### src/hdl/smmd_pkg.sv
`timescale 1ns / 1ps
// Shared types, constants and tables of the slot memory mapper decoder.
package smmd_pkg;

	localparam int SEGMENTS      = 8;
	localparam int SEGMENT_BYTES = 16384;
	localparam int OFF_W         = 14;
	localparam int SEG_W         = (SEGMENTS > 1) ? $clog2(SEGMENTS) : 1;
	localparam int RAM_AW        = SEG_W + OFF_W;
	localparam int RAM_DEPTH     = SEGMENTS * SEGMENT_BYTES;

	localparam logic [15:0] SSR_ADDR   = 16'hFFFF;
	localparam logic [13:0] FDC_A_LO   = 14'h3FF8;
	localparam logic [13:0] FDC_A_HI   = 14'h3FFF;
	localparam logic [13:0] FDC_B_LO   = 14'h3FB8;
	localparam logic [13:0] FDC_B_HI   = 14'h3FBC;
	localparam logic [7:0]  BYTE_NONE  = 8'hFF;

	localparam logic [1:0] SLOT_BIOS  = 2'd0;
	localparam logic [1:0] SLOT_CART  = 2'd1;
	localparam logic [1:0] SLOT_EXP   = 2'd3;
	localparam logic [1:0] SUB_SUBROM = 2'd0;
	localparam logic [1:0] SUB_RAM    = 2'd1;
	localparam logic [1:0] SUB_DISK   = 2'd2;
	localparam logic [1:0] PAGE_0     = 2'd0;
	localparam logic [1:0] PAGE_1     = 2'd1;
	localparam logic [1:0] PAGE_2     = 2'd2;

	localparam logic CFG_SLOT3_EXP = 1'b0;
	localparam logic CFG_LOGO      = 1'b1;

	typedef enum logic [2:0] {
		OP_MEM_RD = 3'd0,
		OP_MEM_WR = 3'd1,
		OP_SEG_RD = 3'd2,
		OP_SEG_WR = 3'd3,
		OP_PSL_WR = 3'd4
	} op_t;

	typedef enum logic [3:0] {
		TGT_UNMAPPED = 4'd0,
		TGT_BIOS     = 4'd1,
		TGT_LOGO     = 4'd2,
		TGT_CART     = 4'd3,
		TGT_SUBROM   = 4'd4,
		TGT_RAM      = 4'd5,
		TGT_DISKROM  = 4'd6,
		TGT_FDC      = 4'd7,
		TGT_REG      = 4'd8
	} tgt_t;

	typedef enum logic [1:0] {
		RAM_NONE = 2'd0,
		RAM_RD   = 2'd1,
		RAM_WR   = 2'd2
	} ram_op_t;

	typedef struct packed {
		tgt_t               target;
		logic [14:0]        offset;
		logic [7:0]         rdata;
		ram_op_t            ram_op;
		logic [RAM_AW-1:0]  ram_addr;
		logic [7:0]         wdata;
	} cmd_t;

	typedef struct packed {
		logic slot3_expanded;
		logic logo_present;
	} cfg_t;

	typedef logic [SEG_W-1:0] seg_idx_t;
	typedef seg_idx_t seg_tbl_t [256];

	function automatic seg_tbl_t seg_tbl_f();
		seg_tbl_t t;
		for (int i = 0; i < 256; i++) begin
			t[i] = SEG_W'(i % SEGMENTS);
		end
		return t;
	endfunction

	localparam seg_tbl_t SEG_MOD_TBL = seg_tbl_f();

endpackage

### src/hdl/smmd_queue.sv
`timescale 1ns / 1ps
// Two-entry command queue between the front end and the back end.
module smmd_queue (
	input  logic           clk,
	input  logic           arst_n,
	input  logic           push,
	input  smmd_pkg::cmd_t push_cmd,
	output logic           full,
	output logic           q_valid,
	input  logic           pop,
	output smmd_pkg::cmd_t pop_cmd
);
	import smmd_pkg::*;

	cmd_t       slot_q [2];
	logic       wr_ptr_q;
	logic       rd_ptr_q;
	logic [1:0] cnt_q;

	assign full    = (cnt_q == 2'd2);
	assign q_valid = (cnt_q != 2'd0);
	assign pop_cmd = slot_q[rd_ptr_q];

	always_ff @(posedge clk) begin
		if (push) begin
			slot_q[wr_ptr_q] <= push_cmd;
		end
	end

	always_ff @(posedge clk or negedge arst_n) begin
		if (!arst_n) begin
			wr_ptr_q <= 1'b0;
			rd_ptr_q <= 1'b0;
			cnt_q    <= 2'd0;
		end else begin
			if (push) begin
				wr_ptr_q <= ~wr_ptr_q;
			end
			if (pop) begin
				rd_ptr_q <= ~rd_ptr_q;
			end
			case ({push, pop})
				2'b10:   cnt_q <= cnt_q + 2'd1;
				2'b01:   cnt_q <= cnt_q - 2'd1;
				default: cnt_q <= cnt_q;
			endcase
		end
	end

endmodule

### config.mk
export PLATFORM = sky130hd
export DESIGN_NAME = smmd_queue
export DESIGN_NICKNAME = d
export VERILOG_FILES = /design/src/hdl/smmd_pkg.sv /design/src/hdl/smmd_queue.sv
export SDC_FILE = /design/constraint.sdc
export NUM_CORES = 1
export LEC_CHECK = 0
export BUFFER_PORTS_ARGS = -buffer_cell sky130_fd_sc_hd__buf_2
export CORE_MARGIN = 5
export CORE_UTILIZATION = 38
export DETAILED_ROUTE_END_ITERATION = 10
export GPL_TIMING_DRIVEN = 0
export HOLD_SLACK_MARGIN = 0.12
export PLACE_DENSITY = 0.62
export SKIP_LAST_GASP = 1
export SLEW_MARGIN = 20
export SYNTH_ARGS = -nofsm -noshare
export SYNTH_HDL_FRONTEND = slang
export SYNTH_SLANG_ARGS = --single-unit
### constraint.sdc
create_clock -name clk -period 3.3 [get_ports clk]
set_clock_uncertainty 0.05 [all_clocks]
set_input_delay 0.99 -clock clk [delete_from_list [all_inputs] [get_ports clk]]
set_output_delay 0.99 -clock clk [all_outputs]
set_load 0.005 [all_outputs]
==> flow_metrics.env <==
export IMPL_start_kind="flip-flop"
export IMPL_placement_cell_area_um2=5160
export IMPL_rsz0062_at_grt="false"
export IMPL_fp_dieArea_um2=13600
export IMPL_required_ns=2.26
export IMPL_final_nets=370
export IMPL_path_class="flip-flop to primary output"
export IMPL_synth_yosys_warnings=0
export IMPL_h_tree_depth=3
export IMPL_cts_path_max_buffers=2
export IMPL_critPathMaxFanout=10
export IMPL_finalHoldViolCount=0
export IMPL_fmax_ghz=0.396
export IMPL_coreArea_um2=11300
export IMPL_antenna_cells=0
export IMPL_syn_area_um2=4330
export IMPL_synth_xor_area_frac=0.0101
export IMPL_synth_simple_area_share=0.00606
export IMPL_final_antenna_net_count=0
export IMPL_cts_root_buf="clkbuf_16"
export IMPL_worstSetupEndpointType="primary output"
export IMPL_finalWirelength_um=7210
export IMPL_clkTransAtPathRegs_ns=0.07
export IMPL_grt_max_degree=29
export IMPL_arrival_ns=1.49
export IMPL_syn_nets=243
export IMPL_finalSetupViolCount=0
export IMPL_insertion_delay_ns=0.34
export IMPL_viasPerCell=4.49
export IMPL_layout_drive_gt1_share=0.608
export IMPL_cts_tree="yes"
export IMPL_synth_seq_area_share=0.772
export IMPL_drt_initial_drc_count=52
export IMPL_gr_total_overflow=0
export IMPL_die_width_um=117
export IMPL_synth_adder_area_share=0.00289
export IMPL_period_needed_ns=2.53
export IMPL_post_cts_buffers=0
export IMPL_numCtsBuffers=9
export IMPL_outcome="finished clean"
export IMPL_top_level_ports=114
export IMPL_finalCritPeriodShare=0.766
export IMPL_synth_top_family_by_area="multiplexers"
export IMPL_synth_compound_area_frac=0
export IMPL_syn_area_per_cell_um2=23.5
export IMPL_power_mw=4.50
export IMPL_synthMuxAreaShare=0.183
export IMPL_place_port_buffers=113
export IMPL_netlist_cell_type_count=14
export IMPL_nFillCells=986
export IMPL_drc=0
export IMPL_grt_pass1_wl_um=11100
export IMPL_cts_hold_buffers=0
export IMPL_dr_pass1_iters=4
export IMPL_synth_seq_cells=112
export IMPL_wl_per_cell_um=15.7
export IMPL_grt_pass1_vias=2230
export IMPL_fp_row_count=39
export IMPL_syn_to_final_growth_pct=25.8
export IMPL_initial_core_util=0.383
export IMPL_p_leak_nw=2.19
export IMPL_die_h_um=117
export IMPL_grt_total_usage=0.109
export IMPL_hp_class="primary input to asynchronous set/reset pin"
export IMPL_fin_area_um2=5450
export IMPL_drv_slew=0
export IMPL_slew_headroom=0.635
export IMPL_antenna_found_initial=0
export IMPL_worst_pin_slew_ns=0.546
export IMPL_cts_sinks=112
export IMPL_peakVddDrop_mv=0.381
export IMPL_maxCapViolCount=0
export IMPL_synth_cells=184
export IMPL_cts_resized=0
export IMPL_powerDensity_nw_per_um2=825
export IMPL_vias=2060
export IMPL_gp_routability_congestion=0.637
export IMPL_detailed_place_hpwl_um=5040
-- critical path, stage by stage, from the launching register on --
cell and delay (ns):
dfrtp_1 0.34, buf_6 0.20, buf_12 0.17, mux2_4 0.30, buf_2 0.13
-- state kept, by name, summed over array words and instances (netlist names) --
register and count:
slot_q 108, cnt_q 2, rd_ptr_q 1, wr_ptr_q 1
-- routing by layer --
layer | part of all wire | vias up | global-route usage
met5 | 0 | - | 0
met2 | 0.51 | 66 | 0.186
li1 | - | 971 | -
met1 | 0.40 | 1011 | 0.123
met3 | 0.070 | 12 | 0.0293
met4 | 0.022 | 0 | 0.0596
-- layout by cell type, fill, tap and decap left out, drive strengths merged --
| cell type | count |
|---|---|
| buf | 122 |
| edfxtp | 108 |
| mux2 | 54 |
| clkbuf | 10 |
| dfrtp | 4 |
| xor2 | 3 |
| clkinvlp | 3 |
| xnor2 | 2 |
| clkinv | 2 |
| nor2 | 2 |
| and2 | 1 |
| or2 | 1 |
| inv | 1 |
| nor2b | 1 |
| ha | 1 |
| bufinv | 1 |
-- where the power goes --
part / leakage, nW / switching, mW / internal, mW / total (mW)
Clock: 0.130 / 0.461 / 0.583 / 1.04
Sequential: 1.06 / 0.0784 / 1.89 / 1.97
Combinational: 0.997 / 0.616 / 0.870 / 1.49
Total: 2.19 / 1.16 / 3.34 / 4.50
-- cells in the mapped netlist --
cell	count	area, µm²
dfrtp_1	4	100
xnor2_1	2	17.5
buf_12	5	100
mux2_2	5	56.3
xor2_1	3	26.3
mux2_4	49	736
or2_2	1	6.26
nor2_1	2	7.51
inv_1	1	3.75
edfxtp_1	108	3240
nor2b_1	1	6.26
ha_1	1	12.5
and2_1	1	6.26
buf_6	1	11.3
-- logic make-up after synthesis --
kind of cell | Yosys count
muxes | 54
xor gates and xnor gates | 5
adders and majority gates | 1
buffers and inverters | 7
and+or+nand+nor | 5
DFF | 112
-- stage by stage --
step	instances	hold slack [ns]	utilization	worst slack [ns]	setup TNS (ns)
3_3_place_gp	440	0.414	0.449	-0.601	-50.42
3_5_place_dp	443	0.428	0.456	1.05	0
4_1_cts	459	0.378	0.482	0.739	0
2_1_floorplan	184	0.397	-	0.400	0
6_report	459	0.396	0.482	0.773	0
5_1_grt	459	0.380	0.482	0.717	0
-- worst paths after layout --
path,from,end,slack [ns],depth (start not counted)
max reg2reg,wr_ptr_q,slot_q[1][13],1.80,2
min reg2reg,cnt_q[1],cnt_q[1],0.44,1
min in group clk,cnt_q[1],cnt_q[1],0.44,1
max,rd_ptr_q,pop_cmd[39],0.77,4
min,arst_n,cnt_q[1],0.40,1
max in group asynchronous,arst_n,wr_ptr_q,2.68,1
-- final cells by class --
cell class                 instances  area [µm²]  share of cell area
sequential                       112        3340               0.613
multi-input combinational         65         885               0.162
timing repair buffer             116         641               0.118
clock buffer                      10         229              0.0420
tap                              143         179              0.0328
buffer                             6         111              0.0204
clock inverter                     6        60.1              0.0110
inverter                           1        3.75            0.000689
Power figures use the tool's default switching activity.
