--- src/hdl/smmd_pkg.sv ---
`timescale 1ns / 1ps
// Shared types, constants and tables of the slot memory mapper decoder.
package smmd_pkg;

	localparam int SEGMENTS      = 8;
	localparam int SEGMENT_BYTES = 16384;
	localparam int OFF_W         = 14;
	localparam int SEG_W         = (SEGMENTS > 1) ? $clog2(SEGMENTS) : 1;
	localparam int RAM_AW        = SEG_W + OFF_W;
	localparam int RAM_DEPTH     = SEGMENTS * SEGMENT_BYTES;

	localparam logic [15:0] SSR_ADDR   = 16'hFFFF;
	localparam logic [13:0] FDC_A_LO   = 14'h3FF8;
	localparam logic [13:0] FDC_A_HI   = 14'h3FFF;
	localparam logic [13:0] FDC_B_LO   = 14'h3FB8;
	localparam logic [13:0] FDC_B_HI   = 14'h3FBC;
	localparam logic [7:0]  BYTE_NONE  = 8'hFF;

	localparam logic [1:0] SLOT_BIOS  = 2'd0;
	localparam logic [1:0] SLOT_CART  = 2'd1;
	localparam logic [1:0] SLOT_EXP   = 2'd3;
	localparam logic [1:0] SUB_SUBROM = 2'd0;
	localparam logic [1:0] SUB_RAM    = 2'd1;
	localparam logic [1:0] SUB_DISK   = 2'd2;
	localparam logic [1:0] PAGE_0     = 2'd0;
	localparam logic [1:0] PAGE_1     = 2'd1;
	localparam logic [1:0] PAGE_2     = 2'd2;

	localparam logic CFG_SLOT3_EXP = 1'b0;
	localparam logic CFG_LOGO      = 1'b1;

	typedef enum logic [2:0] {
		OP_MEM_RD = 3'd0,
		OP_MEM_WR = 3'd1,
		OP_SEG_RD = 3'd2,
		OP_SEG_WR = 3'd3,
		OP_PSL_WR = 3'd4
	} op_t;

	typedef enum logic [3:0] {
		TGT_UNMAPPED = 4'd0,
		TGT_BIOS     = 4'd1,
		TGT_LOGO     = 4'd2,
		TGT_CART     = 4'd3,
		TGT_SUBROM   = 4'd4,
		TGT_RAM      = 4'd5,
		TGT_DISKROM  = 4'd6,
		TGT_FDC      = 4'd7,
		TGT_REG      = 4'd8
	} tgt_t;

	typedef enum logic [1:0] {
		RAM_NONE = 2'd0,
		RAM_RD   = 2'd1,
		RAM_WR   = 2'd2
	} ram_op_t;

	typedef struct packed {
		tgt_t               target;
		logic [14:0]        offset;
		logic [7:0]         rdata;
		ram_op_t            ram_op;
		logic [RAM_AW-1:0]  ram_addr;
		logic [7:0]         wdata;
	} cmd_t;

	typedef struct packed {
		logic slot3_expanded;
		logic logo_present;
	} cfg_t;

	typedef logic [SEG_W-1:0] seg_idx_t;
	typedef seg_idx_t seg_tbl_t [256];

	function automatic seg_tbl_t seg_tbl_f();
		seg_tbl_t t;
		for (int i = 0; i < 256; i++) begin
			t[i] = SEG_W'(i % SEGMENTS);
		end
		return t;
	endfunction

	localparam seg_tbl_t SEG_MOD_TBL = seg_tbl_f();

endpackage

--- src/hdl/smmd_front.sv ---
`timescale 1ns / 1ps
// Front end: slot and segment registers, access classification.
module smmd_front (
	input  logic              clk,
	input  logic              arst_n,
	input  smmd_pkg::cfg_t    cfg,
	input  logic              accept,
	input  logic [2:0]        opcode,
	input  logic [15:0]       address,
	input  logic [7:0]        wdata,
	output smmd_pkg::cmd_t    cmd
);
	import smmd_pkg::*;

	logic [7:0]  psr_q;
	logic [7:0]  ssr_q;
	logic [7:0]  seg_q [4];
	seg_idx_t    segm_q [4];

	logic [1:0]  page;
	logic [13:0] off;
	logic [1:0]  prim;
	logic [1:0]  sub;
	logic        is_exp;
	logic        fdc_win;
	logic        ssr_hit;
	logic [1:0]  rsel;

	assign page    = address[15:14];
	assign off     = address[13:0];
	assign rsel    = address[1:0];
	assign prim    = psr_q[{page, 1'b0} +: 2];
	assign is_exp  = (prim == SLOT_EXP) && cfg.slot3_expanded;
	assign sub     = is_exp ? ssr_q[{page, 1'b0} +: 2] : SUB_SUBROM;
	assign fdc_win = off inside {[FDC_A_LO:FDC_A_HI], [FDC_B_LO:FDC_B_HI]};
	assign ssr_hit = (address == SSR_ADDR) && is_exp;

	always_comb begin
		cmd.target   = TGT_UNMAPPED;
		cmd.offset   = '0;
		cmd.rdata    = BYTE_NONE;
		cmd.ram_op   = RAM_NONE;
		cmd.ram_addr = {segm_q[page], off};
		cmd.wdata    = wdata;
		case (op_t'(opcode))
			OP_MEM_RD, OP_MEM_WR: begin
				if (ssr_hit) begin
					cmd.target = TGT_REG;
					if (op_t'(opcode) == OP_MEM_RD) begin
						cmd.rdata = ~ssr_q;
					end
				end else if (is_exp && sub == SUB_DISK && fdc_win) begin
					cmd.target = TGT_FDC;
					cmd.offset = {1'b0, off};
				end else if (prim == SLOT_BIOS) begin
					if (page == PAGE_0 || page == PAGE_1) begin
						cmd.target = TGT_BIOS;
						cmd.offset = {page[0], off};
					end else if (page == PAGE_2 && cfg.logo_present) begin
						cmd.target = TGT_LOGO;
						cmd.offset = {1'b0, off};
					end
				end else if (prim == SLOT_CART) begin
					cmd.target = TGT_CART;
					cmd.offset = {1'b0, off};
				end else if (prim == SLOT_EXP) begin
					if (sub == SUB_SUBROM && page == PAGE_0) begin
						cmd.target = TGT_SUBROM;
						cmd.offset = {1'b0, off};
					end else if (sub == SUB_RAM) begin
						cmd.target = TGT_RAM;
						cmd.offset = {1'b0, off};
						cmd.ram_op = (op_t'(opcode) == OP_MEM_WR) ? RAM_WR : RAM_RD;
					end else if (sub == SUB_DISK && page == PAGE_1) begin
						cmd.target = TGT_DISKROM;
						cmd.offset = {1'b0, off};
					end
				end
			end
			OP_SEG_RD: begin
				cmd.target = TGT_REG;
				cmd.offset = {13'd0, rsel};
				cmd.rdata  = seg_q[rsel];
			end
			OP_SEG_WR: begin
				cmd.target = TGT_REG;
				cmd.offset = {13'd0, rsel};
			end
			OP_PSL_WR: begin
				cmd.target = TGT_REG;
			end
			default: begin
				cmd.target = TGT_UNMAPPED;
			end
		endcase
	end

	always_ff @(posedge clk or negedge arst_n) begin
		if (!arst_n) begin
			psr_q     <= '0;
			ssr_q     <= '0;
			seg_q[0]  <= 8'd3;
			seg_q[1]  <= 8'd2;
			seg_q[2]  <= 8'd1;
			seg_q[3]  <= 8'd0;
			segm_q[0] <= SEG_MOD_TBL[3];
			segm_q[1] <= SEG_MOD_TBL[2];
			segm_q[2] <= SEG_MOD_TBL[1];
			segm_q[3] <= SEG_MOD_TBL[0];
		end else if (accept) begin
			case (op_t'(opcode))
				OP_MEM_WR: begin
					if (ssr_hit) begin
						ssr_q <= wdata;
					end
				end
				OP_SEG_WR: begin
					seg_q[rsel]  <= wdata;
					segm_q[rsel] <= SEG_MOD_TBL[wdata];
				end
				OP_PSL_WR: begin
					psr_q <= wdata;
				end
				default: begin
				end
			endcase
		end
	end

endmodule

--- config.mk ---
export PLATFORM = sky130hd
export DESIGN_NAME = smmd_front
export DESIGN_NICKNAME = d
export VERILOG_FILES = /design/src/hdl/smmd_pkg.sv /design/src/hdl/smmd_front.sv
export SDC_FILE = /design/constraint.sdc
export NUM_CORES = 1
export LEC_CHECK = 0
export ABC_AREA = 1
export BUFFER_PORTS_ARGS = -buffer_cell sky130_fd_sc_hd__buf_2
export CELL_PAD_IN_SITES_DETAIL_PLACEMENT = 0
export CELL_PAD_IN_SITES_GLOBAL_PLACEMENT = 1
export CORE_MARGIN = 10
export CORE_UTILIZATION = 33
export DETAILED_ROUTE_END_ITERATION = 8
export PLACE_DENSITY_LB_ADDON = 0.1
export SYNTH_ARGS = -nofsm -noshare
export SYNTH_HDL_FRONTEND = slang
export SYNTH_SLANG_ARGS = --single-unit
--- constraint.sdc ---
create_clock -name clk -period 1.56 [get_ports clk]
set_clock_uncertainty 0.2 [all_clocks]
set_input_delay 0 -clock clk [delete_from_list [all_inputs] [get_ports clk]]
set_output_delay 0 -clock clk [all_outputs]
set_load 0.1 [all_outputs]
==> summary.md, run 1 <==
| Metric | Value |
|---|---|
| Synth top area cells | `dfrtp_1 37%, nand2_1 14%, o21ai_0 7.8%, inv_1 6.6%, buf_4 5.7%` |
| Via density | `between 4 and 5` |
| CP Class | `flip-flop to output port` |
| Syn_nets | `between 400 and 500` |
| Antenna diode count | `0` |
| Slew HR | `66.6%` |
| Latest clock arrival within the worst-skew pair | `0.31 ns` |
| Final period demand of the worst path | `2.35 ns` |
| Synth Area in Simple Gates | `between 20% and 30%` |
| Worst Slack Setup Final | `-0.795 ns` |
| Core Area | `about 0.009 mm^2` |
| Max-Cap Viols | `0` |
| Post-route ant nets | `0` |
| Post-Syn Area | `~0.003 mm^2` |
| Drc violations | `0` |
| Num rows | `34` |
| Area Growth Syn to Fin | `75.1%` |
| Compound-gate portion of the synthesized area | `17.0%` |
| CTS Sinks | `48` |
| Port Buf Inserts | `85` |
| Count of pins over their slew limit | `0` |
| Register area | `between 0.001 and 0.0015 mm^2` |
| Synth Area in Adders | `0%` |
| Hold WS | `0.0161 ns` |
| H-Tree Depth | `2` |
| Endpoints failing setup | `38` |
| Combinational family with the most area after synthesis | `simple AND/OR/NAND/NOR gates` |
| Reg2Reg Setup Slack | `-0.13 ns` |
| Initial drt markers | `148` |
| Most common cell after layout, fill and taps aside | `nand2_1` |
| Drt wl/cell | `15.8 um` |
| Clock tree root driver cell | `clkbuf_8` |
| WL final | `11000 um` |
| Vert. Die Dim | `115 um` |
| RSZ-0062 raised after global routing | `yes` |
| Tot Pwr | `4.51 mW` |
| Yosys reg bits | `48` |
| Critical path endpoint category | `output port` |
| Io pins | `86` |
| Worst vdd ir | `0.611 mV` |
| Via count | `about 3300` |
| Static Leak | `2.56 nW` |
| Unique masters post-synth | `33` |
| Worst endpoint required time | `1.36 ns` |
| Vias in the first global route | `3415` |
| Fraction of synthesized area in multiplexers | `0%` |
| Fmax | `~0.42 GHz` |
| First-pass GRT wire length | `17700 um` |
| Largest net degree at the start of global routing | `just under 50` |
| CTS buffer count | `5` |
| Most frequent cells in the layout | `107 x nand2_1, 96 x buf_4, 52 x buf_2, 50 x inv_1, 47 x o21ai_0` |
| YS warnings | `0` |
| Multi-input logic area | `0.00172 mm^2` |
| Register clock-pin slew on the reported worst setup and hold paths | `0.09 ns` |
| Worst Path Max Fanout | `4` |
| Cell taking the most area after synthesis | `dfrtp_1` |
| Seq/Total Area, Yosys | `40.1%` |
| Layout cells sized above 1 | `between 40% and 50%` |
| Status | `finished with violations` |
| Worst r2r src | `psr_q[6]` |
| Failing checks | `negative setup slack` |
| R2r worst-path depth | `11` |
| Total track usage | `between 10% and 20%` |
| Post-synth EDFFs | `0` |
| Slew @ Worst Pin | `approximately 0.5 ns` |
| Fin. Hold Viols | `0` |
| Pwr Density | `857 mW/mm^2` |
| Synth Area in XOR/XNOR | `0%` |
| Period utilization | `151%` |
| Drt first pass iters | `4` |
| Filler cells | `817` |
| Top_reg_cell synth | `dfrtp_1` |
| Syn Inst Count | `412` |
| Antenna violations before repair | `0` |
| Placer Congestion | `0.812` |
| Crit path arrival time | `2.15 ns` |
| Crit path launch type | `flip-flop` |
| CTS tree | `done` |
| Area of the die | `0.0133 mm^2` |
| HPWL after DPL | `8670 um` |
| CTS Buffer Depth | `2` |
| Congestion Overflow GR | `0` |
| Worst Hold Class | `input port to asynchronous set/reset pin` |
| RR Endpoint | `ssr_q[3]` |
| Nets@finish | `roughly 600` |
| Starting Density | `between 30% and 40%` |
| Chip width | `115 um` |
| Syn avg cell area | `7.30 um^2` |
| Share of the synthesized area in the top cell type | `36.6%` |
| Post-synth ARST share | `100%` |
==> through the flow <==
stage / instance area, um^2 / setup slack (ns) / setup TNS, ns / std cells / util [%]
2_1_floorplan: 3290 / -0.757 / -15.26 / 412 / -
3_3_place_gp: 4780 / -0.407 / -10.54 / 670 / 54.3
3_5_place_dp: 4780 / -0.438 / -10.98 / 670 / 54.3
4_1_cts: 5170 / -0.737 / -19.16 / 690 / 58.8
5_1_grt: 5270 / -0.967 / -26.63 / 694 / 59.8
6_report: 5270 / -0.795 / -20.65 / 694 / 59.8
==> worst max-delay path by stage <==
stage                  start       to  slack, ns  cells after the start
CTS                 psr_q[6]  cmd[36]      -0.74                     15
detailed placement  psr_q[6]  cmd[48]      -0.44                     14
floorplan           psr_q[0]  cmd[25]      -0.76                      9
finish              psr_q[7]  cmd[35]      -0.79                     14
global placement    psr_q[6]  cmd[40]      -0.41                     14
global route        psr_q[2]  cmd[35]      -0.97                     14
==> report_power, final <==
group | switching (mW) | internal, mW
sequential | 0.119 | 1.45
combinational | 1.21 | 0.682
clock | 0.421 | 0.631
total | 1.75 | 2.76
==> layout make-up <==
class	count	share of cell area, %
Timing Repair Buffer	199	35.3
Multi-Input combinational cell	277	32.6
Sequential cell	48	22.9
Inverter	55	4.18
Tap cell	108	2.57
Clock buffer	5	1.31
Clock inverter	2	1.14
==> registers in the layout (all words and copies together) (netlist names) <==
signal	count
seg_q	32
psr_q	8
ssr_q	8
==> synthesized netlist by cell type (all sizes together), types with 3 or more instances <==
cell type,instances
clkbuf,7
or2,5
nor3,9
o22ai,4
nand4,8
a32oi,3
nand2,121
nand3,12
inv,54
buf,25
dfstp,4
dfrtp,44
o21ai,52
a22oi,9
a21oi,14
nor2,31
==> cell families after synthesis <==
logic type,after synthesis
buffers and inverters,87
and+or+nand+nor,188
DFF,48
AOI/OAI and AO/OA,89
==> critical path, stage by stage, from the launching register on <==
cell and delay, ns:
dfrtp_1 0.39, nand2_1 0.06, nand2_1 0.06, nand2_2 0.09
nand2_4 0.06, nand2_4 0.09, nor2_8 0.04, buf_4 0.14
nand2_4 0.07, nand2_4 0.06, a21oi_2 0.15, nand2_4 0.12
buf_6 0.15, a21oi_4 0.15, buf_12 0.19
==> metal layers <==
metal | track usage [%] | share of wire (%)
met5 | 0 | 0
met4 | 3.80 | 0.86
met2 | 28.7 | 51
met3 | 3.62 | 5.3
met1 | 20.6 | 43
==> timing repair <==
item                                   in CTS  in global routing
resized for setup                          33                 14
pin swaps                                  14                  7
endpoints found under the hold margin      96                  0
gates cloned                                1                  0
setup endpoints to repair                  38                 71
hold buffers                               10                  0
setup buffers                               2                  5
Note: power is estimated with default switching activity, not from simulation.
==> run 2: changes to the inputs <==
--- a/config.mk
+++ b/config.mk
@@ -14,2 +14,3 @@
 export DETAILED_ROUTE_END_ITERATION = 8
+export GPL_ROUTABILITY_DRIVEN = 0
 export PLACE_DENSITY_LB_ADDON = 0.1
==> constraint.sdc (replaced) <==
create_clock -name clk -period 1.56 [get_ports clk]
set_clock_uncertainty 0.2 [all_clocks]
set_input_delay 0.312 -clock clk [delete_from_list [all_inputs] [get_ports clk]]
set_output_delay 0.312 -clock clk [all_outputs]
set_load 0.1 [all_outputs]
==> run 2 against run 1 <==
  * The run still ends with negative setup slack left
  * Sequential share of layout area down 2.1 points
  * Sequential power about the same
  * Non-clock buffer count grew 18
  * Via count grew 2.1%
  * Worst hold slack better by 0.20 ns
  * Critical path type unchanged
==> summary.md, run 2 (synthesized netlist as in run 1, its figures left out) <==
| Metric | Value |
|---|---|
| Status | `finished with violations` |
| Logic pwr share | `47.9% (+6.0 points)` |
| Hold WS | `0.214 ns (+0.198 ns)` |
| HPWL after DPL | `8940 um (+3.1%)` |
| CP Class | `flip-flop to output port` |
| Register clock-pin slew on the reported worst setup and hold paths | `0.09 ns (about the same)` |
| Post-route ant nets | `0 (unchanged)` |
| RSZ-0062 raised after global routing | `yes` |
| Worst Hold Class | `input port to flip-flop` |
| Port Buf Inserts | `85 (unchanged)` |
| Worst r2r src | `psr_q[7]` |
| Count of pins over their slew limit | `0 (unchanged)` |
| Most common cell after layout, fill and taps aside | `buf_4` |
| Pint | `2.70 mW (-2.2%)` |
| Worst hold start | `wdata[1]` |
| Top flop regs | `seg_q: 32 flops, psr_q: 8 flops, ssr_q: 8 flops` |
| Register area | `0.00121 mm^2 (unchanged)` |
| Num rows | `34 (unchanged)` |
| Tot Pwr | `4.53 mW (+0.37%)` |
| Crit path launch type | `flip-flop` |
| First-pass GRT wire length | `17700 um (-0.24%)` |
| Worst Path Max Fanout | `5 (+1)` |
| Antenna diode count | `0 (unchanged)` |
| Largest net degree at the start of global routing | `49 (unchanged)` |
| Slew @ Worst Pin | `0.450 ns (-0.0551 ns)` |
| Chip width | `115 um (unchanged)` |
| H-Tree Depth | `2 (unchanged)` |
| CP top delay family | `simple AND/OR/NAND/NOR gates` |
| Drt wl/cell | `15.5 um (-1.8%)` |
| Core Util, Final | `65.9% (+6.1 points)` |
| Max-Cap Viols | `0 (unchanged)` |
| CTS Buffer Depth | `2 (unchanged)` |
| WL final | `11100 um (+0.86%)` |
| Drc violations | `0 (unchanged)` |
| Via density | `4.78 (-0.65%)` |
| Nets@finish | `636 (+2.9%)` |
| Critical path endpoint category | `output port` |
| Initial drt markers | `203 (+37%)` |
| Crit path cell chain | `nand2_1, nand2_1, nand2_2, nand2_4, nand2_4, nor2_8, buf_4, nand2_4, nand2_4, a21oi_2, nand2_4, buf_4, a21oi_4, buf_12` |
| Area Growth Syn to Fin | `93.1%` |
| Worst endpoint required time | `1.05 ns (-0.31 ns)` |
| Vias in the first global route | `3435 (+0.59%)` |
| Failing checks | `negative setup slack` |
| Area of the die | `0.0133 mm^2 (unchanged)` |
| Final period demand of the worst path | `2.70 ns (+0.343 ns)` |
| Via count | `3410 (+2.1%)` |
| Clock share of power | `17.8% (-5.5 points)` |
| Seq pwr share | `34.4% (-0.4 points)` |
| Io pins | `86 (unchanged)` |
| Worst vdd ir | `0.560 mV (-8.4%)` |
| Slowest stage delay, CP | `0.40 ns (about the same)` |
| Fin. Hold Viols | `0 (unchanged)` |
| Slew HR | `69.9% (+3.3 points)` |
| Layout cells sized above 1 | `49.8% (+5.4 points)` |
| Total track usage | `16.7% (+0.13 points)` |
| CTS tree | `done` |
| Antenna violations before repair | `0 (unchanged)` |
| Filler cells | `738 (-9.7%)` |
| CP Buf/Inv Count | `3 (unchanged)` |
| Vert. Die Dim | `115 um (unchanged)` |
| Starting Density | `34.2% (unchanged)` |
| Switching share of power | `40.3% (+1.5 points)` |
| Max FFs per register | `32 (unchanged)` |
| Latest clock arrival within the worst-skew pair | `0.31 ns (about the same)` |
| Core Area | `0.00881 mm^2 (unchanged)` |
| Most frequent cells in the layout | `114 x buf_4, 101 x nand2_1, 59 x buf_12, 48 x inv_1, 44 x dfrtp_1` |
| Period utilization | `173% (+22 points)` |
| Crit path arrival time | `2.19 ns (+0.04 ns)` |
| Clock tree root driver cell | `clkbuf_8` |
| CP max stage cell | `dfrtp_1` |
| CTS Sinks | `48 (unchanged)` |
| Multi-input logic area | `0.00178 mm^2 (+3.5%)` |
| Crit path launch | `psr_q[7]` |
| Endpoints failing setup | `40 (+5.3%)` |
| Dpl ws | `-1.04 ns (-0.600 ns)` |
| Most frequent cell on the critical path | `nand2_4` |
| CTS buffer count | `5 (unchanged)` |
| Biggest register | `seg_q` |
| Congestion Overflow GR | `0 (unchanged)` |
| Pwr Density | `780 mW/mm^2 (-8.9%)` |
| Worst Slack Setup Final | `-1.14 ns (-0.343 ns)` |
| Static Leak | `2.79 nW (+8.8%)` |
| Drt first pass iters | `5 (+1)` |
| Psw | `1.83 mW (+4.4%)` |
| Fmax | `0.371 GHz (-13%)` |
-- run 2: changes by cell type in the layout (fill, tap and decap cells not counted), sizes merged --
cell         previous run  this run
clkbuf                  6         7
buf                   188       215
dlygate4sd3            10         1
clkinv                  1         2
inv                    53        54
bufinv                  2         0
-- run 2: per-layer routing --
| metal | wire (um) | vias up | part of all wire, % | track usage [%] |
|---|---|---|---|---|
| met1 | 4580 | 1610 | 41 | 20.4 |
| met2 | 5740 | 80 | 52 | 29.4 |
| met5 | 0 | - | 0 | 0 |
| li1 | - | 1711 | - | - |
| met4 | 98 | 0 | 0.88 | 2.70 |
| met3 | 674 | 9 | 6.1 | 4.29 |
-- run 2: path summary, 6_finish.rpt --
check	end	slack (ns)	depth (start not counted)
worst min-delay path	seg_q[17]	0.21	3
worst min register to register	seg_q[4]	0.29	2
max in group asynchronous	seg_q[25]	0.56	3
worst max-delay path	cmd[36]	-1.14	14
min in group asynchronous	seg_q[23]	0.32	3
worst max register to register	ssr_q[4]	-0.35	13
-- run 2: worst min-delay path, delay by kind of cell --
kind	cells	cell delay (ns)
buffers and inverters	2	0.29
AO/OA/AOI/OAI	1	0.12
-- run 2: metrics by stage --
stage / TNS (ns) / cells / instance area, um^2
after floorplan: -30.43 / 412 / 3340
after global placement: -37.98 / 687 / 5280
after detailed placement: -39.04 / 687 / 5280
after CTS: -31.18 / 706 / 5680
after global routing: -36.85 / 713 / 5810
final: -32.94 / 713 / 5810
-- run 2: repair_timing --
action / 4_1_cts / 5_1_grt
hold buffers: 1 / 0
hold endpoints to repair: 44 / 0
setup buffers: 11 / 9
gates resized for setup: 54 / 25
pin swaps: 14 / 21
cloned: 1 / 0
setup endpoints to repair: 40 / 57
-- run 2: area by class of cell --
class,instances,share of cell area (%)
Clock inverter,2,0.237
Sequential cell,48,20.8
Clock buffer,6,1.42
Multi-Input combinational cell,277,30.6
Timing Repair Buffer,217,40.7
Tap cell,108,2.33
Inverter,55,3.96
-- run 2: power by group through the flow --
stage          clock (mW)  combinational, mW  sequential, mW
2_1_floorplan           0               1.21            1.56
3_3_place_gp            0               1.98            1.57
3_5_place_dp            0               2.00            1.58
4_1_cts             0.825               2.11            1.55
5_1_grt             0.870               2.30            1.58
6_report            0.805               2.17            1.56
